### config.mk
export PLATFORM = sky130hd
export DESIGN_NAME = prpv_resp
export DESIGN_NICKNAME = d
export VERILOG_FILES = /design/src/hdl/prpv_pkg.sv /design/src/hdl/prpv_resp.sv
export SDC_FILE = /design/constraint.sdc
export NUM_CORES = 1
export LEC_CHECK = 0
export ABC_AREA = 0
export BUFFER_PORTS_ARGS = -buffer_cell sky130_fd_sc_hd__buf_2
export CAP_MARGIN = 30
export CORE_MARGIN = 2
export CORE_UTILIZATION = 51
export DETAILED_ROUTE_END_ITERATION = 10
export PLACE_DENSITY = 0.84
export SLEW_MARGIN = 40
export SYNTH_ARGS = -nofsm -noshare
export SYNTH_HDL_FRONTEND = slang
export SYNTH_SLANG_ARGS = --single-unit
### constraint.sdc
create_clock -name clk_i -period 5.7 [get_ports clk_i]
set_clock_uncertainty 0.15 [all_clocks]
set_input_delay 0 -clock clk_i [delete_from_list [all_inputs] [get_ports clk_i]]
set_output_delay 0 -clock clk_i [all_outputs]
set_load 0.1 [all_outputs]
### src/hdl/prpv_pkg.sv
// Shared types, codes and helper functions for the picture-processor register port.
// No dependencies; every other file in hdl/ except prpv_checker imports this package.
package prpv_pkg;

  // Item function codes (code 3 is unused: it changes no register and returns a zero word)
  typedef enum logic [1:0] {
    FUNC_READ   = 2'd0,
    FUNC_WRITE  = 2'd1,
    FUNC_STATUS = 2'd2
  } func_e;

  // CPU-visible register numbers
  typedef enum logic [2:0] {
    REG_CTRL     = 3'd0,
    REG_MASK     = 3'd1,
    REG_STATUS   = 3'd2,
    REG_OAM_ADDR = 3'd3,
    REG_OAM_DATA = 3'd4,
    REG_SCROLL   = 3'd5,
    REG_ADDR     = 3'd6,
    REG_DATA     = 3'd7
  } reg_e;

  // How the result stage builds the returned word
  typedef enum logic [1:0] {
    RK_ZERO   = 2'd0,
    RK_STATUS = 2'd1,
    RK_SPRITE = 2'd2,
    RK_VRAM   = 2'd3
  } rkind_e;

  // Video address regions
  typedef enum logic [1:0] {
    RG_PATTERN = 2'd0,
    RG_NAME    = 2'd1,
    RG_PALETTE = 2'd2
  } region_e;

  localparam int unsigned VADDR_W   = 15;
  localparam int unsigned PAT_AW    = 13;
  localparam int unsigned NAME_AW   = 11;
  localparam int unsigned PAL_AW    = 5;
  localparam int unsigned SPR_AW    = 8;

  localparam logic [VADDR_W-1:0] STEP_ROW = 15'd32;
  localparam logic [VADDR_W-1:0] STEP_COL = 15'd1;
  localparam logic [5:0]         PAL_PAGE = 6'h3F;
  localparam logic [7:0]         PAL_GREY_MASK = 8'h30;
  localparam logic [7:0]         PAL_FULL_MASK = 8'h3F;

  // Memory access request issued at the accept edge
  typedef struct packed {
    logic               spr_we;
    logic               spr_re;
    logic [SPR_AW-1:0]  spr_addr;
    logic               vram_we;
    logic               vram_re;
    region_e            region;
    logic [PAT_AW-1:0]  pat_addr;
    logic [NAME_AW-1:0] name_addr;
    logic [PAL_AW-1:0]  pal_addr;
    logic [7:0]         wdata;
  } mem_req_t;

  // Registered read data of every memory
  typedef struct packed {
    logic [7:0] spr;
    logic [7:0] pat;
    logic [7:0] name;
    logic [7:0] pal;
  } mem_rsp_t;

  // What the result stage needs to know about one word
  typedef struct packed {
    rkind_e     kind;
    logic [2:0] status;
    logic       grey;
    region_e    region;
  } item_t;

  // Palette index: backdrop entries of the sprite palettes alias the background ones
  function automatic logic [PAL_AW-1:0] pal_index(input logic [PAL_AW-1:0] a);
    logic [PAL_AW-1:0] r;
    r = a;
    if (a[4] && (a[1:0] == 2'b00)) r[4] = 1'b0;
    return r;
  endfunction

  // Nametable index with horizontal mirroring: bit 11 picks the table
  function automatic logic [NAME_AW-1:0] name_index(input logic [13:0] a);
    return {a[11], a[9:0]};
  endfunction

endpackage

### src/hdl/prpv_resp.sv
// Result stage: read buffer, result formation and output register with stall handling.
// Depends on prpv_pkg; consumes item info from prpv_regs and read data from prpv_vmem.
module prpv_resp
  import prpv_pkg::*;
(
  input  logic       clk_i,
  input  logic       rst_ni,
  input  logic       accept_i,
  input  item_t      item_i,
  input  mem_rsp_t   mem_rsp_i,
  output logic       in_ready_o,
  output logic       out_valid_o,
  input  logic       out_stall_i,
  output logic [7:0] read_data_o
);

  logic       b_valid_q;
  item_t      b_item_q;
  logic [7:0] rbuf_q, rbuf_d;
  logic       out_valid_q;
  logic [7:0] out_data_q;

  logic       out_free;
  logic       b_adv;
  logic [7:0] vdata;
  logic [7:0] result;

  // Handshake: stage B moves on when the output register is free
  assign out_free   = !out_valid_q || !out_stall_i;
  assign b_adv      = b_valid_q && out_free;
  assign in_ready_o = !b_valid_q || out_free;

  // Result word and next read buffer
  always_comb begin
    case (b_item_q.region)
      RG_PALETTE: vdata = mem_rsp_i.pal & (b_item_q.grey ? PAL_GREY_MASK : PAL_FULL_MASK);
      RG_NAME:    vdata = mem_rsp_i.name;
      default:    vdata = mem_rsp_i.pat;
    endcase
    rbuf_d = rbuf_q;
    unique case (b_item_q.kind)
      RK_STATUS: result = {b_item_q.status, rbuf_q[4:0]};
      RK_SPRITE: result = mem_rsp_i.spr;
      RK_VRAM: begin
        // palette reads bypass the one-read delay
        result = (b_item_q.region == RG_PALETTE) ? vdata : rbuf_q;
        rbuf_d = vdata;
      end
      default:   result = 8'd0;
    endcase
  end

  // Control state
  always_ff @(posedge clk_i or negedge rst_ni) begin
    if (!rst_ni) begin
      b_valid_q   <= 1'b0;
      out_valid_q <= 1'b0;
      rbuf_q      <= '0;
    end else begin
      b_valid_q <= accept_i || (b_valid_q && !b_adv);
      if (b_adv) begin
        out_valid_q <= 1'b1;
        rbuf_q      <= rbuf_d;
      end else if (!out_stall_i) begin
        out_valid_q <= 1'b0;
      end
    end
  end

  // Payload registers
  always_ff @(posedge clk_i) begin
    if (accept_i) b_item_q <= item_i;
    if (b_adv) out_data_q <= result;
  end

  assign out_valid_o = out_valid_q;
  assign read_data_o = out_data_q;

endmodule

# ---- Yosys cells after proc, flatten, opt, wreduce, memory -nomap -nowiden
# Cells that the tools add are included.
dict set report classes {
  bitwise 1
  mux 6
  reduce_logical 10
  eq_ne 6
}
# cell n
set op_table {}
lappend op_table {{one-hot mux 8 bit (3 select lines)} 1}
lappend op_table {{one-hot mux 8 bit (2 select lines)} 1}
lappend op_table {{bitwise AND 8 x 6 -> 8 bit} 1}
lappend op_table {{two-way mux 8 bit} 1}
lappend op_table {{== test 2 bit, second input constant} 3}
lappend op_table {{== test 2 x 1 -> 1 bit, second input constant} 2}
lappend op_table {{zero test 1 bit} 4}
lappend op_table {{two-way mux 4 bit} 1}
lappend op_table {{logical OR 1 bit} 3}
lappend op_table {{logical AND 1 bit} 2}
lappend op_table {{two-way mux 1 bit} 2}
lappend op_table {{inequality test 2 x 1 -> 1 bit, second input constant} 1}
lappend op_table {{AND reduction 2 bit} 1}
dict set report word_totals {
  output_inout_bits 10
  reg_bits 26
  wordCells 31
  inputBits 44
}

# ---- Depth between registers and ports, before layout
dict set report depth {
  depth_word 6
  depth_mapped 6
}

# ---- Worst setup path before layout
# OpenSTA, ideal clock, no wires.
dict set report synth_timing {
  path_kind {reg2reg}
  from {reg out_valid_q, in the netlist out_valid_o}
  to {reg b_valid_q}
  path_stages_with_launch 3
  arrival_ps 2227
  setup_slack_ps 3227
  path_cell_list {dfrtp_1 > nand3_1 > nand2b_1}
}
dict set report synth_via {
  elab_chain_len 6
}
# element line
set synth_lines {}
lappend synth_lines {{start: declaration} prpv_resp.sv:20} ;# logic out_valid_q;
lappend synth_lines {{start signal: assignment} prpv_resp.sv:57} ;# out_valid_q <= 1'b0;
lappend synth_lines {{start signal: assignment} prpv_resp.sv:62} ;# out_valid_q <= 1'b1;
lappend synth_lines {{start signal: assignment} prpv_resp.sv:65} ;# out_valid_q <= 1'b0;
lappend synth_lines {{zero test 1 bit} prpv_resp.sv:29} ;# assign out_free = !out_valid_q || !out_stall_i;
lappend synth_lines {{logical OR 1 bit} prpv_resp.sv:29}
lappend synth_lines {{logical AND 1 bit} prpv_resp.sv:30} ;# assign b_adv = b_valid_q && out_free;
lappend synth_lines {{zero test 1 bit} prpv_resp.sv:60} ;# b_valid_q <= accept_i || (b_valid_q && !b_adv);
lappend synth_lines {{logical AND 1 bit} prpv_resp.sv:60}
lappend synth_lines {{logical OR 1 bit} prpv_resp.sv:60}
lappend synth_lines {{end signal: assignment} prpv_resp.sv:60}
lappend synth_lines {{end: declaration} prpv_resp.sv:17} ;# logic b_valid_q;
# No other way between the ends.
# A chain may end at the register's enable or synchronous reset.

# ---- Worst setup path in the final report
dict set report layout_timing {
  from {reg b_item_q[1] (netlist bit)}
  to {reg rbuf_q[3]}
}
dict set report layout_via {
  elab_chain_len 2
  elab_cells_between_ends 3
  classes_between {2 x eq/ne; 1 x mux}
}
# element line
set layout_lines {}
lappend layout_lines {{start: declaration} prpv_resp.sv:18} ;# item_t b_item_q;
lappend layout_lines {{start signal: assignment} prpv_resp.sv:72} ;# if (accept_i) b_item_q <= item_i;
lappend layout_lines {{== test 2 x 1 -> 1 bit or == test 2 bit (tied branches)} prpv_resp.sv:35} ;# case (b_item_q.region)
lappend layout_lines {{one-hot mux 8 bit (2 select lines) *} prpv_resp.sv:35}
lappend layout_lines {{end signal: assignment} prpv_resp.sv:63} ;# rbuf_q <= rbuf_d;
lappend layout_lines {{end: declaration} prpv_resp.sv:19} ;# logic [7:0] rbuf_q, rbuf_d;
# Every way passes the cells marked *; elsewhere a longest branch is shown, timed or not.

==> results.sh <==
export IMPL_ys_flop_type="edfxtp_1"
export IMPL_synth_fp_nets=158
export IMPL_synth_cell_types=32
export IMPL_clk_pin_slew_ns=0.14
export IMPL_cp_max_fo=17
export IMPL_setup_violations=0
export IMPL_post_synth_fa_ha_maj_area_fraction_pct=2.82
export IMPL_drive_above_1_share_pct=31.3
export IMPL_overflow=0
export IMPL_grt_usage_pct=24.9
export IMPL_gr_max_usage_layer="met2"
export IMPL_core_area_um2=2480
export IMPL_synthSimpleGateAreaFrac_pct=15.1
export IMPL_cts_buffer_depth=2
export IMPL_grt_max_degree=18
export IMPL_ys_ff_latch=26
export IMPL_max_cap_violations=0
export IMPL_hold_violations=2
export IMPL_clockRootBuffer="clkbuf_4"
export IMPL_start_kind="flop"
export IMPL_leakagePower_nw=0.878
export IMPL_synthArstFlopShare_pct=38.5
export IMPL_tritoncts="yes"
export IMPL_fillers=156
export IMPL_use_met3_pct=4.30
export IMPL_muxShareOfSynthArea_pct=6.67
export IMPL_dpl_hpwl_mm=2.12
export IMPL_hold_path_class="in2reg"
export IMPL_antenna_found_initial=0
export IMPL_postRouteAntennaNets=0
export IMPL_synth_xor_area_share_pct=0
export IMPL_antenna_diode_count=0
export IMPL_yosysWarnings=0
export IMPL_setup_tns_ns=0
export IMPL_vias=1247
export IMPL_grt_pass1_wl_mm=5.30
export IMPL_place_area_um2=1580
export IMPL_io_pins=54
export IMPL_grt_pass1_vias=1184
export IMPL_numCtsBuffers=3
export IMPL_layoutNonFillerInstCount=225
export IMPL_peakVddDrop_v=0.000272
export IMPL_die_area_um2=3030
export IMPL_setup_ws_ns=3.21
export IMPL_violations="negative hold slack"
export IMPL_drtIter0Drc=32
export IMPL_status="complete, but fails checks"
export IMPL_area_growth_pct=48.0
export IMPL_synth_edf_count=16
export IMPL_whs_ns=-0.00721
export IMPL_start_util_pct=53.7
export IMPL_synth_compound_area_share_pct=16.4
export IMPL_route_detailed_drc=0
export IMPL_cts_sinks=26
export IMPL_die_h_um=55.1
export IMPL_cp_arrival_ns=2.56
export IMPL_port_buffers=51
export IMPL_netlist_area_um2=1330
export IMPL_gp_congestion=0.798
export IMPL_design_area_um2=1970
export IMPL_post_cts_repair_setup_buffers=0
export IMPL_vias_per_cell=5.54
export IMPL_wirelength_mm=3.47
export IMPL_detail_route_wl_per_cell_um=15.4
export IMPL_rsz0062_at_grt="false"
export IMPL_grt_util_met1_pct=29.0
export IMPL_dr_pass1_iters=4
export IMPL_rows=18
export IMPL_syn_inst=111
export IMPL_worst_pin_slew_ns=0.549
export IMPL_cts_resized=0
export IMPL_synth_yosys_seq_area_share_pct=54.9
export IMPL_crit_required_ns=5.76
export IMPL_p_per_area_nw_per_um2=280
export IMPL_dp_slack_ns=3.60
export IMPL_htreeDepth=1
export IMPL_synth_top_family_by_area="compound AO/OA/AOI/OAI gates"
export IMPL_dp_cells=186
export IMPL_period_minus_slack_ns=2.49
export IMPL_layout_nets=243
export IMPL_clk_latency_ns=0.32
export IMPL_maxSlewViolCount=0
export IMPL_die_w_um=55.1
export IMPL_path_class="reg2reg"
export IMPL_max_freq_mhz=401
export IMPL_endpoint_kind="flop"
export IMPL_syn_avg_cell_area_um2=12.0
export IMPL_slew_headroom_pct=63.3
export IMPL_grtUsageMet2_pct=46.4
export IMPL_period_share_pct=43.7
-- per-layer routing --
metal,up-vias,wire [um]
met3,10,221
met2,65,1900
met4,0,61
met1,583,1290
li1,589,-
met5,-,0
-- worst max-delay path, cell delays in order, from the launching register on --
cell	delay (ns)
edfxtp_1	0.45
ha_1	0.63
nor2b_1	0.27
a21oi_1	0.06
dlygate4sd3_1	0.54
mux2_1	0.29
-- cell type report --
cell class | count | area [um2] | share of cell area, %
flip-flops and latches | 26 | 731 | 37.1
inverters | 4 | 15.0 | 0.762
repair buffers | 86 | 606 | 30.7
well taps | 30 | 37.5 | 1.90
multi-input cells | 75 | 546 | 27.7
clock buffers | 4 | 36.3 | 1.84
-- power by group --
part | internal [W] | switching, W | leakage (nW)
Clock | 0.0000390 | 0.0000530 | 0.0210
Combinational | 0.0000788 | 0.000120 | 0.581
Sequential | 0.000241 | 0.0000205 | 0.276
-- synthesized netlist by cell type (3+ instances only) --
cell / count / share of area (%)
a211oi_1: 4 / 2.3
nand3b_1: 6 / 3.4
a221o_1: 6 / 4.5
mux2_1: 3 / 2.5
a21oi_1: 9 / 3.4
inv_1: 3 / 0.85
ha_1: 3 / 2.8
nand2b_1: 3 / 1.4
a211o_1: 3 / 2.0
nand2_1: 10 / 2.8
nor2_1: 3 / 0.85
dfrtp_1: 10 / 19
edfxtp_1: 16 / 36
mux2_2: 4 / 3.4
nor2b_1: 6 / 2.8
-- cells in the final DEF (no fill, tap or decap), drive strengths merged, types with 2 or more instances in the layout --
cell type,n
dfrtp,10
dlygate4sd3,35
nand3b,6
nand3,2
a31oi,2
edfxtp,16
a21oi,9
buf,51
clkbuf,4
nor2,3
nand2,10
nand2b,3
ha,3
mux2,7
nor2b,6
a211oi,4
a211o,3
a221o,6
o211ai,2
inv,4
-- state kept, by name, summed over array words and instances, names as in the netlist --
register     cells
b_item_q         8
out_valid_o      1
read_data_o      8
rbuf_q           8
b_valid_q        1
-- what timing repair did --
item | 4_1_cts | 5_1_grt
hold buffers | 35 | 0
endpoints found under the hold margin | 44 | 0
endpoints found under the setup margin | 0 | 0
-- metrics by stage --
step                      total power (W)  util [%]  hold WS, ns
final                            0.000552      79.5     -0.00721
after global routing             0.000578      79.5       0.0295
after CTS                        0.000547      79.5      0.00135
after detailed placement         0.000433      63.9       -0.276
after global placement           0.000426      63.9       -0.278
after floorplan                  0.000397         -       -0.446
-- final timing paths --
path                                        from               endpoint  depth (start not counted)  slack, ns
min in group asynchronous                 rst_ni  rbuf_q[2]$_DFFE_PN0P_                          3       0.55
min                                 mem_rsp_i[8]  rbuf_q[0]$_DFFE_PN0P_                          4     -0.007
min reg2reg                rbuf_q[2]$_DFFE_PN0P_  rbuf_q[2]$_DFFE_PN0P_                          1       0.38
max                        b_item_q[1]$_DFFE_PP_  rbuf_q[3]$_DFFE_PN0P_                          5       3.21
max in group asynchronous                 rst_ni  rbuf_q[5]$_DFFE_PN0P_                          3       4.52
max reg2reg                b_item_q[1]$_DFFE_PP_  rbuf_q[3]$_DFFE_PN0P_                          5       3.21
-- cells by family after synthesis --
kind of cell	Yosys count
simple gates	34
compound gates	30
flops	26
buf+inv	10
mux	8
fa+ha+maj	3
Power figures use the tool's default switching activity.
