**src/hdl/prpv_pkg.sv**
```systemverilog
// Shared types, codes and helper functions for the picture-processor register port.
// No dependencies; every other file in hdl/ except prpv_checker imports this package.
package prpv_pkg;

  // Item function codes (code 3 is unused: it changes no register and returns a zero word)
  typedef enum logic [1:0] {
    FUNC_READ   = 2'd0,
    FUNC_WRITE  = 2'd1,
    FUNC_STATUS = 2'd2
  } func_e;

  // CPU-visible register numbers
  typedef enum logic [2:0] {
    REG_CTRL     = 3'd0,
    REG_MASK     = 3'd1,
    REG_STATUS   = 3'd2,
    REG_OAM_ADDR = 3'd3,
    REG_OAM_DATA = 3'd4,
    REG_SCROLL   = 3'd5,
    REG_ADDR     = 3'd6,
    REG_DATA     = 3'd7
  } reg_e;

  // How the result stage builds the returned word
  typedef enum logic [1:0] {
    RK_ZERO   = 2'd0,
    RK_STATUS = 2'd1,
    RK_SPRITE = 2'd2,
    RK_VRAM   = 2'd3
  } rkind_e;

  // Video address regions
  typedef enum logic [1:0] {
    RG_PATTERN = 2'd0,
    RG_NAME    = 2'd1,
    RG_PALETTE = 2'd2
  } region_e;

  localparam int unsigned VADDR_W   = 15;
  localparam int unsigned PAT_AW    = 13;
  localparam int unsigned NAME_AW   = 11;
  localparam int unsigned PAL_AW    = 5;
  localparam int unsigned SPR_AW    = 8;

  localparam logic [VADDR_W-1:0] STEP_ROW = 15'd32;
  localparam logic [VADDR_W-1:0] STEP_COL = 15'd1;
  localparam logic [5:0]         PAL_PAGE = 6'h3F;
  localparam logic [7:0]         PAL_GREY_MASK = 8'h30;
  localparam logic [7:0]         PAL_FULL_MASK = 8'h3F;

  // Memory access request issued at the accept edge
  typedef struct packed {
    logic               spr_we;
    logic               spr_re;
    logic [SPR_AW-1:0]  spr_addr;
    logic               vram_we;
    logic               vram_re;
    region_e            region;
    logic [PAT_AW-1:0]  pat_addr;
    logic [NAME_AW-1:0] name_addr;
    logic [PAL_AW-1:0]  pal_addr;
    logic [7:0]         wdata;
  } mem_req_t;

  // Registered read data of every memory
  typedef struct packed {
    logic [7:0] spr;
    logic [7:0] pat;
    logic [7:0] name;
    logic [7:0] pal;
  } mem_rsp_t;

  // What the result stage needs to know about one word
  typedef struct packed {
    rkind_e     kind;
    logic [2:0] status;
    logic       grey;
    region_e    region;
  } item_t;

  // Palette index: backdrop entries of the sprite palettes alias the background ones
  function automatic logic [PAL_AW-1:0] pal_index(input logic [PAL_AW-1:0] a);
    logic [PAL_AW-1:0] r;
    r = a;
    if (a[4] && (a[1:0] == 2'b00)) r[4] = 1'b0;
    return r;
  endfunction

  // Nametable index with horizontal mirroring: bit 11 picks the table
  function automatic logic [NAME_AW-1:0] name_index(input logic [13:0] a);
    return {a[11], a[9:0]};
  endfunction

endpackage

```
**src/hdl/prpv_regs.sv**
```systemverilog
// Register file and access decode: control, mask, status, scroll/address latches, sprite address.
// Depends on prpv_pkg; drives the memory request and the per-word info for the result stage.
module prpv_regs
  import prpv_pkg::*;
(
  input  logic       clk_i,
  input  logic       rst_ni,
  input  logic       accept_i,
  input  logic [1:0] func_i,
  input  logic [2:0] reg_index_i,
  input  logic [7:0] write_data_i,
  input  logic [2:0] status_in_i,
  output mem_req_t   mem_req_o,
  output item_t      item_o
);

  logic [7:0]         ctrl_q, ctrl_d;
  logic [7:0]         mask_q, mask_d;
  logic [2:0]         status_q, status_d;
  logic [VADDR_W-1:0] cur_q, cur_d;
  logic [VADDR_W-1:0] tmp_q, tmp_d;
  logic [2:0]         fine_x_q, fine_x_d;
  logic               toggle_q, toggle_d;
  logic [SPR_AW-1:0]  spr_addr_q, spr_addr_d;

  logic [13:0]        vaddr;
  logic [VADDR_W-1:0] cur_step;
  region_e            region;

  // Address decode of the current video address
  always_comb begin
    vaddr    = cur_q[13:0];
    cur_step = cur_q + (ctrl_q[2] ? STEP_ROW : STEP_COL);
    if (!vaddr[13]) begin
      region = RG_PATTERN;
    end else if (vaddr[13:8] == PAL_PAGE) begin
      region = RG_PALETTE;
    end else begin
      region = RG_NAME;
    end
  end

  // Register updates and memory requests for the accepted word
  always_comb begin
    ctrl_d     = ctrl_q;
    mask_d     = mask_q;
    status_d   = status_q;
    cur_d      = cur_q;
    tmp_d      = tmp_q;
    fine_x_d   = fine_x_q;
    toggle_d   = toggle_q;
    spr_addr_d = spr_addr_q;

    mem_req_o.spr_we    = 1'b0;
    mem_req_o.spr_re    = 1'b0;
    mem_req_o.spr_addr  = spr_addr_q;
    mem_req_o.vram_we   = 1'b0;
    mem_req_o.vram_re   = 1'b0;
    mem_req_o.region    = region;
    mem_req_o.pat_addr  = vaddr[PAT_AW-1:0];
    mem_req_o.name_addr = name_index(vaddr);
    mem_req_o.pal_addr  = pal_index(vaddr[PAL_AW-1:0]);
    mem_req_o.wdata     = write_data_i;

    item_o.kind   = RK_ZERO;
    item_o.status = status_q;
    item_o.grey   = mask_q[0];
    item_o.region = region;

    if (accept_i) begin
      unique case (func_i)
        FUNC_READ: begin
          unique case (reg_index_i)
            REG_STATUS: begin
              item_o.kind = RK_STATUS;
              status_d    = {1'b0, status_q[1:0]};
              toggle_d    = 1'b0;
            end
            REG_OAM_DATA: begin
              item_o.kind      = RK_SPRITE;
              mem_req_o.spr_re = 1'b1;
            end
            REG_DATA: begin
              item_o.kind       = RK_VRAM;
              mem_req_o.vram_re = 1'b1;
              cur_d             = cur_step;
            end
            default: ;
          endcase
        end
        FUNC_WRITE: begin
          unique case (reg_index_i)
            REG_CTRL: begin
              ctrl_d       = write_data_i;
              tmp_d[11:10] = write_data_i[1:0];
            end
            REG_MASK:     mask_d = write_data_i;
            REG_OAM_ADDR: spr_addr_d = write_data_i;
            REG_OAM_DATA: begin
              mem_req_o.spr_we = 1'b1;
              spr_addr_d       = spr_addr_q + 8'd1;
            end
            REG_SCROLL: begin
              if (!toggle_q) begin
                fine_x_d   = write_data_i[2:0];
                tmp_d[4:0] = write_data_i[7:3];
              end else begin
                tmp_d[14:12] = write_data_i[2:0];
                tmp_d[9:5]   = write_data_i[7:3];
              end
              toggle_d = ~toggle_q;
            end
            REG_ADDR: begin
              if (!toggle_q) begin
                tmp_d[14]   = 1'b0;
                tmp_d[13:8] = write_data_i[5:0];
              end else begin
                tmp_d[7:0] = write_data_i;
                cur_d      = {tmp_q[14:8], write_data_i};
              end
              toggle_d = ~toggle_q;
            end
            REG_DATA: begin
              mem_req_o.vram_we = 1'b1;
              cur_d             = cur_step;
            end
            default: ;
          endcase
        end
        FUNC_STATUS: status_d = status_in_i;
        default: ;
      endcase
    end
  end

  always_ff @(posedge clk_i or negedge rst_ni) begin
    if (!rst_ni) begin
      ctrl_q     <= '0;
      mask_q     <= '0;
      status_q   <= '0;
      cur_q      <= '0;
      tmp_q      <= '0;
      fine_x_q   <= '0;
      toggle_q   <= 1'b0;
      spr_addr_q <= '0;
    end else begin
      ctrl_q     <= ctrl_d;
      mask_q     <= mask_d;
      status_q   <= status_d;
      cur_q      <= cur_d;
      tmp_q      <= tmp_d;
      fine_x_q   <= fine_x_d;
      toggle_q   <= toggle_d;
      spr_addr_q <= spr_addr_d;
    end
  end

endmodule

```
**config.mk**
```make
export PLATFORM = sky130hd
export DESIGN_NAME = prpv_regs
export DESIGN_NICKNAME = d
export VERILOG_FILES = /design/src/hdl/prpv_pkg.sv /design/src/hdl/prpv_regs.sv
export SDC_FILE = /design/constraint.sdc
export NUM_CORES = 1
export LEC_CHECK = 0
export ABC_AREA = 1
export BUFFER_PORTS_ARGS = -buffer_cell sky130_fd_sc_hd__buf_2
export CAP_MARGIN = 10
export CORE_ASPECT_RATIO = 1.75
export CORE_UTILIZATION = 35
export CTS_BUF_LIST = sky130_fd_sc_hd__clkbuf_8
export CTS_CLUSTER_SIZE = 24
export DETAILED_ROUTE_END_ITERATION = 7
export PLACE_DENSITY = 0.61
export SETUP_SLACK_MARGIN = 0.15
export SYNTH_ARGS = -nofsm -noshare
export SYNTH_HDL_FRONTEND = slang
export SYNTH_SLANG_ARGS = --single-unit
```
**constraint.sdc**
```tcl
create_clock -name clk_i -period 2.05 [get_ports clk_i]
set_input_delay 0.205 -clock clk_i [delete_from_list [all_inputs] [get_ports clk_i]]
set_output_delay 0.205 -clock clk_i [all_outputs]
set_load 0.01 [all_outputs]
```
---- Yosys cells after proc, flatten, opt, wreduce, memory -nomap -nowiden ----
Cells that the tools add are included.
operators by class
  $add $sub $neg .......................... 2
  bitwise operators ....................... 2
  reductions and logical operators ........ 19
  muxes and demuxes ....................... 33
  equal/unequal tests ..................... 17
operators by type and width
  cell                                                              number
  15-bit one-hot mux with 2 select lines                            2
  15-bit 2-to-1 mux                                                 2
  10-bit one-hot mux with 2 select lines                            1
  8-bit one-hot mux with 2 select lines                             1
  15-bit by 6-bit adder with 15-bit output                          1
  3-bit AND reduction                                               5
  3-bit == test (second input constant)                             4
  2-bit 2-to-1 mux                                                  6
  3-bit one-hot mux with 2 select lines                             2
  5-bit 2-to-1 mux                                                  2
  5-bit AND reduction                                               2
  2-bit nonzero test                                                5
  1-bit 2-to-1 mux                                                  9
  8-bit by 1-bit adder with 8-bit output (second input constant)    1
  8-bit 2-to-1 mux                                                  1
  2-bit inequality test (second input constant)                     4
  4-bit AND reduction                                               2
  7-bit 2-to-1 mux                                                  1
  3-bit by 2-bit == test with 1-bit output (second input constant)  2
  6-bit == test (second input constant)                             1
  3-bit 2-to-1 mux                                                  2
  6-bit 2-to-1 mux                                                  1
  2-bit one-hot mux with 3 select lines                             1
  2-bit logical NOT                                                 2
  other kinds (12)                                                  13
storage, ports and cells
  output and inout port bits .............. 59
  logic and storage cells ................. 82
  flip-flop bits (word level) ............. 38
  input port bits ......................... 19

---- Depth between registers and ports, before layout ----
Gate-level depths: netlist of run 1.
  depth after elaboration ................. 4
  mapped depth ............................ 12
  mapped depth without buffers ............ 12

---- Least setup slack after synthesis of run 1 ----
Ideal clock, no wire load.
  path kind ............................... reg2out
  start point ............................. register cur_q[9]
  end point ............................... output port mem_req_o[37] in the netlist's numbering
  path buffers ............................ 1
  stages on the path, launching flop included .. 5
  slack ................................... 0.426 ns
  data required time ...................... 1.845 ns
  arrival time ............................ 1.419 ns
  cells stage by stage .................... dfrtp_1 > nand2_1 > nor4_1 > nor2_1 > buf_4
RTL lines
  item                    RTL line          RTL
  start, declared         prpv_regs.sv:20   logic [VADDR_W-1:0] cur_q, cur_d;
  start signal, assigned  prpv_regs.sv:150  cur_q <= cur_d;
  end, declared           prpv_regs.sv:13   output mem_req_t mem_req_o,

==> results of run 1 <==
Yosys cell counts, types with 4 or more instances:
cell type | count | area share, %
a21oi_1 | 11 | 2.1
buf_4 | 40 | 11
dfrtp_1 | 34 | 32
ha_1 | 4 | 1.9
inv_1 | 37 | 5.3
nand2_1 | 106 | 15
nand2_2 | 4 | 0.95
nand3_1 | 29 | 5.5
nor2_1 | 39 | 5.6
o21ai_0 | 28 | 5.3
o21ai_1 | 6 | 1.1
kinds of logic after synthesis:
family          Yosys count
simple gates            198
buf+inv                  85
compound gates           57
flops                    34
fa+ha+maj                 4
mux                       2
xor+xnor                  1
state kept, by name (all words and copies together), names as in the netlist:
register,cells
cur_q,14
spr_addr_q,8
tmp_q,6
status_q,3
ctrl_q,1
mask_q,1
toggle_q,1
per-stage QoR:
| stage | hold slack (ps) | std cells |
|---|---|---|
| after detailed placement | 354 | 501 |
| final | -4.64 | 509 |
| after CTS | 28.1 | 509 |
| after global routing | 57.6 | 509 |
| after global placement | 349 | 501 |
| after floorplan | -90.6 | 381 |
worst min-delay path by stage:
| stage | endpoint | startpoint |
|---|---|---|
| finish | cur_q[2] | rst_ni |
| global route | cur_q[10] | rst_ni |
| CTS | cur_q[1] | rst_ni |
| detailed placement | cur_q[1] | rst_ni |
| global placement | cur_q[2] | rst_ni |
| floorplan | ctrl_q[2] | rst_ni |
timing repair:
item,in CTS,in global routing
endpoints found under the hold margin,0,0
hold buffers,0,0
setup endpoints to repair,0,1
gates resized for setup,0,1
area by class of cell:
type / instances / area share (%)
Timing Repair Buffer: 78 / 13.6
Inverter: 41 / 5.33
Clock buffer: 6 / 2.86
Tap cell: 86 / 3.72
Sequential cell: 34 / 29.4
Multi-Input combinational cell: 262 / 44.6
Clock inverter: 2 / 0.433
layer usage:
metal	global-route usage, %	share of wire [%]	vias up
met4	8.51	2.6	0
met3	2.64	3.5	15
met1	19.6	40	1182
li1	-	-	1259
met2	33.5	54	75
met5	0	0	-
critical path: stages, from the launching register on:
cell	delay [ps]
dfrtp_1	460
nand2_1	120
nor4_1	390
nor2_1	90
buf_2	150
power by group through the flow:
stage,logic [mW],clock network (mW),registers [mW]
after floorplan,0.880,0,1.06
after CTS,1.03,0.560,1.07
after global routing,1.17,0.597,1.11
after detailed placement,1.03,0,1.09
final,1.02,0.545,1.07
after global placement,1.01,0,1.08
==> out/qor.yml, run 1 <==
status: "complete, but fails checks"
violations: "negative hold slack"
layout_commonest_cell: "nand2_1"
drv_cap: 0
numCtsBuffers: 5
maxSlewViolCount: 0
cts_sinks: 34
switchingPower_mw: 1.09
endpoint: "item_o[0]"
cts-root-buf: "clkbuf_8"
synthesis.area_um2: 2620
fin_util_pct: 39.9
synth_xor_area_share_pct: 0.334
p_total_mw: 2.64
grt_first_pass_wirelength_um: 10800
core.rowCount: 41
synthAdderAreaFrac_pct: 1.91
seqPwrFrac_pct: 40.7
antenna_found_initial: 0
drt_iter0_markers: 142
min_path_type: "input pin to async pin"
layout_setup_ws_ps: 339
synthCells: 381
timing.fmax_ghz: 0.584
layout.nets: 445
setup-violations-final: 0
grt_pass1_vias: 2365
postCtsSetupBuffers: 0
whs_ps: -4.64
vias: 2531
synth_edf_count: 0
synth-seq-cells: 34
io_pins: 78
place_area_um2: 2790
slew-limit-headroom_pct: 46.3
cp.required_ps: 1850
synth_compound_area_share_pct: 12.7
overflow: 0
die_area_um2: 7860
p_comb_share_pct: 38.6
multi_input_area_um2: 1290
start_util_pct: 36.3
core_um2: 7230
clockPowerShare_pct: 20.7
route.detailed.drc: 0
wl_um: 6450
gp_congestion: 0.827
postRouteAntennaNets: 0
cts_max_level: 2
numPortBuffers: 77
fillCellCount: 770
reg2reg_depth: 12
critPathArrivalTime_ps: 1510
grt_usage_pct: 18.2
finalCritPeriodShare_pct: 83.5
syn2layout_area_growth_pct: 10.2
synth_ff_type: "dfrtp_1"
firstDrtPassIters: 4
timing.rr.end: "cur_q[12]"
skew_ps: 15.5
synth-async-reset-ratio_pct: 100
yosysSeqAreaShare_pct: 32.4
start_kind: "flop"
avgSynthCellArea_um2: 6.88
endpoint_kind: "output port"
synth_mux_area_share_pct: 0.859
ys_types: 35
pwr_density_cell_nw_per_um2: 913
fin_crit_ps: 1710
yosysWarnings: 0
via_per_inst: 4.97
rsz0062_at_grt: "false"
critPathLaunch: "cur_q[8]"
swShare_pct: 41.2
hold_viol: 5
clockBufferDepth: 2
drive_above_1_share_pct: 27.0
cts_tree: "done"
dp_slack_ps: 315
yosys.area_share.simple_pct: 33.2
r2r_slack_ps: 390
die_width_um: 67.4
crit_fanout: 6
rr_startpoint: "ctrl_q[2]"
clk_pin_slew_ps: 90
tns_ps: 0
routedWlPerCell_um: 12.7
leakagePower_nw: 1.60
vdd_drop_max_mv: 0.389
hpwl_um: 5020
syn_nets: 404
fp.dieH_um: 117
insertion_delay_ps: 290
fin_area_um2: 2890
synth_top_family_by_area: "simple AND/OR/NAND/NOR gates"
grt_max_degree: 35
worst_pin_slew_ps: 805
seqCellArea_um2: 851
p_int_mw: 1.55
crit_type: "flop to output port"
layout_common_cells: "106 x nand2_1, 77 x buf_2, 39 x nor2_1"
antenna_cells: 0
Power figures use the tool's default switching activity.
==> inputs of run 2 (changes only) <==
- ABC_AREA: 1 -> 0
- clock period: 2.05 -> 1.8 ns (I/O delays scaled with it)
==> out/qor.yml, run 2 <==
placed_cells: 408  # was 501
crit_fanout: 6  # unchanged
yosysSeqAreaShare_pct: 34.1  # was 32.4%
grt_first_pass_wirelength_um: 11100  # was 10800 µm
crit_type: "flop to flop"  # was flop to output port
synth_ff_type: "dfrtp_1"  # unchanged
endpoint_kind: "flop"  # was output port
die_width_um: 65.8  # was 67.4 µm
fp.dieH_um: 114  # was 117 µm
layout_common_cells: "77 x buf_2, 34 x dfrtp_1, 22 x nand2_1"  # was 106 x nand2_1, 77 x buf_2, 39 x nor2_1
cts_tree: "done"  # unchanged
timing.fmax_ghz: 0.590
synth-async-reset-ratio_pct: 100  # unchanged
top_register: "cur_q"  # unchanged
cts-root-buf: "clkbuf_8"  # unchanged
skew_ps: 8.13  # was 15.5 ps
dp_slack_ps: 62.5  # was 315 ps
via_per_inst: 5.65  # was 4.97
drive_above_1_share_pct: 42.0  # was 27.0%
yosysWarnings: 0  # unchanged
avgSynthCellArea_um2: 8.98  # was 6.88 µm²
largest_reg_flops: 14  # unchanged
firstDrtPassIters: 4  # unchanged
synth.area.top_cells: "dfrtp_1 34%, buf_4 12%, mux2_2 6.8%, nand2_1 3.3%, o21ai_0 3.0%"  # was dfrtp_1 32%, nand2_1 15%, buf_4 11%, nor2_1 5.6%, nand3_1 5.5%
synth-seq-cells: 34  # unchanged
r2r_slack_ps: 100  # was 390 ps
setup-violations-final: 0  # unchanged
synthesis.area_um2: 2500  # was 2620 µm²
antenna_cells: 0  # unchanged
start_util_pct: 36.4  # was 36.3%
layout_setup_ws_ps: 105  # was 339 ps
vdd_drop_max_mv: 0.706  # was 0.389 mV
gp_congestion: 0.878  # was 0.827
fin_crit_ps: 1700
drv_cap: 0  # unchanged
layout_commonest_cell: "buf_2"  # was nand2_1
syn2layout_area_growth_pct: 22.8  # was 10.2%
routedWlPerCell_um: 16.9  # was 12.7 µm
route.detailed.drc: 0  # unchanged
pwr_density_cell_nw_per_um2: 1130  # was 913 nW/µm²
numPortBuffers: 77  # unchanged
syn_nets: 301  # was 404
synth_top_area_share_pct: 34.1  # was 32.4%
core.rowCount: 40  # was 41
postRouteAntennaNets: 0  # unchanged
min_path_type: "input pin to flop"  # was input pin to async pin
clk_pin_slew_ps: 80  # was 90 ps
cts_sinks: 34  # unchanged
largestRegisters: "cur_q (14), spr_addr_q (8), tmp_q (6)"  # unchanged
drt_iter0_markers: 136  # was 142
hold_start: "status_in_i[0]"
antenna_found_initial: 0  # unchanged
maxSlewViolCount: 0  # unchanged
worst_pin_slew_ps: 483  # was 805 ps
wl_um: 7120  # was 6450 µm
grt_max_degree: 35  # unchanged
die_area_um2: 7490  # was 7860 µm²
slew-limit-headroom_pct: 67.8  # was 46.3%
start_kind: "flop"  # unchanged
synth_top_area_cell: "dfrtp_1"  # unchanged
clockBufferDepth: 2  # unchanged
yosysMostFrequentCell: "buf_4"  # was nand2_1
hpwl_um: 5380  # was 5020 µm
synthCells: 278  # was 381
fin_cells: 422  # was 509
cts_max_level: 2  # unchanged
leakagePower_nw: 1.37  # was 1.60 nW
vias: 2383  # was 2531
reg2reg_depth: 5  # was 12
holdPathEnd: "status_q[0]"
finalCritPeriodShare_pct: 94.2
overflow: 0  # unchanged
hold_viol: 0  # was 5
synth_edf_count: 0  # unchanged
grt_pass1_vias: 2163  # was 2365
rsz0062_at_grt: "true"  # was false
numCtsBuffers: 5  # unchanged
hold_path_depth: 2
critPathArrivalTime_ps: 1930  # was 1510 ps
status: "finished clean"  # was complete, but fails checks
timing.rr.end: "cur_q[8]"  # was cur_q[12]
rr_startpoint: "cur_q[5]"  # was ctrl_q[2]
core_um2: 6860  # was 7230 µm²
layout.nets: 360  # was 445
tns_ps: 0  # unchanged
ys_top_cells_by_count: "40 x buf_4, 34 x dfrtp_1, 22 x nand2_1, 19 x nor2_1"  # was 106 x nand2_1, 40 x buf_4, 39 x nor2_1, 37 x inv_1, 34 x dfrtp_1
grt_usage_pct: 19.7  # was 18.2%
insertion_delay_ps: 290  # about the same
ys_types: 57  # was 35
io_pins: 78  # unchanged
cp.required_ps: 2030  # was 1850 ps
run 2: cell count changes after synthesis, sizes merged, moves of 4 or more:
| cell | before | now |
|---|---|---|
| a211oi | 0 | 6 |
| a22oi | 0 | 4 |
| a2bb2oi | 0 | 4 |
| and3 | 0 | 6 |
| inv | 40 | 6 |
| mux2 | 2 | 15 |
| nand2 | 113 | 23 |
| nand3 | 30 | 14 |
| nor2 | 43 | 20 |
| o21ai | 36 | 15 |
| o21bai | 4 | 0 |
| o22ai | 1 | 8 |
run 2: how the worst max path moves through the flow:
| stage | start | to | cells after the start | slack [ps] |
|---|---|---|---|---|
| 6_report | cur_q[5] | cur_q[8] | 5 | 100 |
| 5_1_grt | cur_q[5] | cur_q[8] | 5 | 30 |
| 4_1_cts | cur_q[5] | cur_q[8] | 5 | 110 |
| 3_5_place_dp | ctrl_q[2] | cur_q[8] | 6 | 60 |
| 3_3_place_gp | ctrl_q[2] | cur_q[8] | 6 | 90 |
| 2_1_floorplan | cur_q[5] | cur_q[8] | 5 | 170 |
run 2: power breakdown:
part	internal (mW)	switching, mW
clock	0.591	0.302
sequential	0.946	0.216
combinational	0.664	0.731
total	2.20	1.25
run 2: layout make-up:
class                   instances  area [µm²]
clock inverters                 2        60.1
flip-flops and latches         34         851
repair buffers                100         564
inverters                       6        22.5
clock buffers                   6        82.6
well taps                      84         105
multi-input cells             190        1380
fillers                       693        3790
run 2: logic make-up (layout without fill, tap and decap cells):
family	after synthesis	in the layout	synth area share [%]
compound gates	71	71	19.9
xor+xnor	2	2	0.702
mux	17	17	7.57
fa+ha+maj	4	4	2.01
flops	34	34	34.1
buf+inv	54	114	15.0
simple gates	96	96	20.8
run 2: per-layer routing:
layer	GRT usage, %	up-vias	wire length (µm)
li1	-	1117	-
met1	21.2	1182	2690
met2	36.5	68	4020
met3	2.80	16	231
met4	9.13	0	183
met5	0	-	0
run 2: metrics by stage:
| step | instance area, µm² | hold slack [ps] | power, mW | util [%] |
|---|---|---|---|---|
| 3_5_place_dp | 2820 | 257 | 2.44 | 41.1 |
| 4_1_cts | 3030 | 119 | 3.45 | 44.2 |
| 3_3_place_gp | 2820 | 253 | 2.41 | 41.1 |
| 6_report | 3060 | 122 | 3.45 | 44.7 |
| 5_1_grt | 3060 | 123 | 3.66 | 44.7 |
| 2_1_floorplan | 2550 | -116 | 2.13 | - |
run 2: what timing repair did:
item                                   4_1_cts  5_1_grt
pin swaps                                    4        6
endpoints found under the hold margin       34        0
hold buffers                                 1        0
gates resized for setup                      4        6
setup endpoints to repair                    6       10
setup buffers                                4        1
run 2: worst max-delay path, stage by stage (launching register included):
cell and delay [ps]:
dfrtp_1 420, ha_4 290, and3_4 220, a31oi_4 130, or4_1 490, nand3_1 90
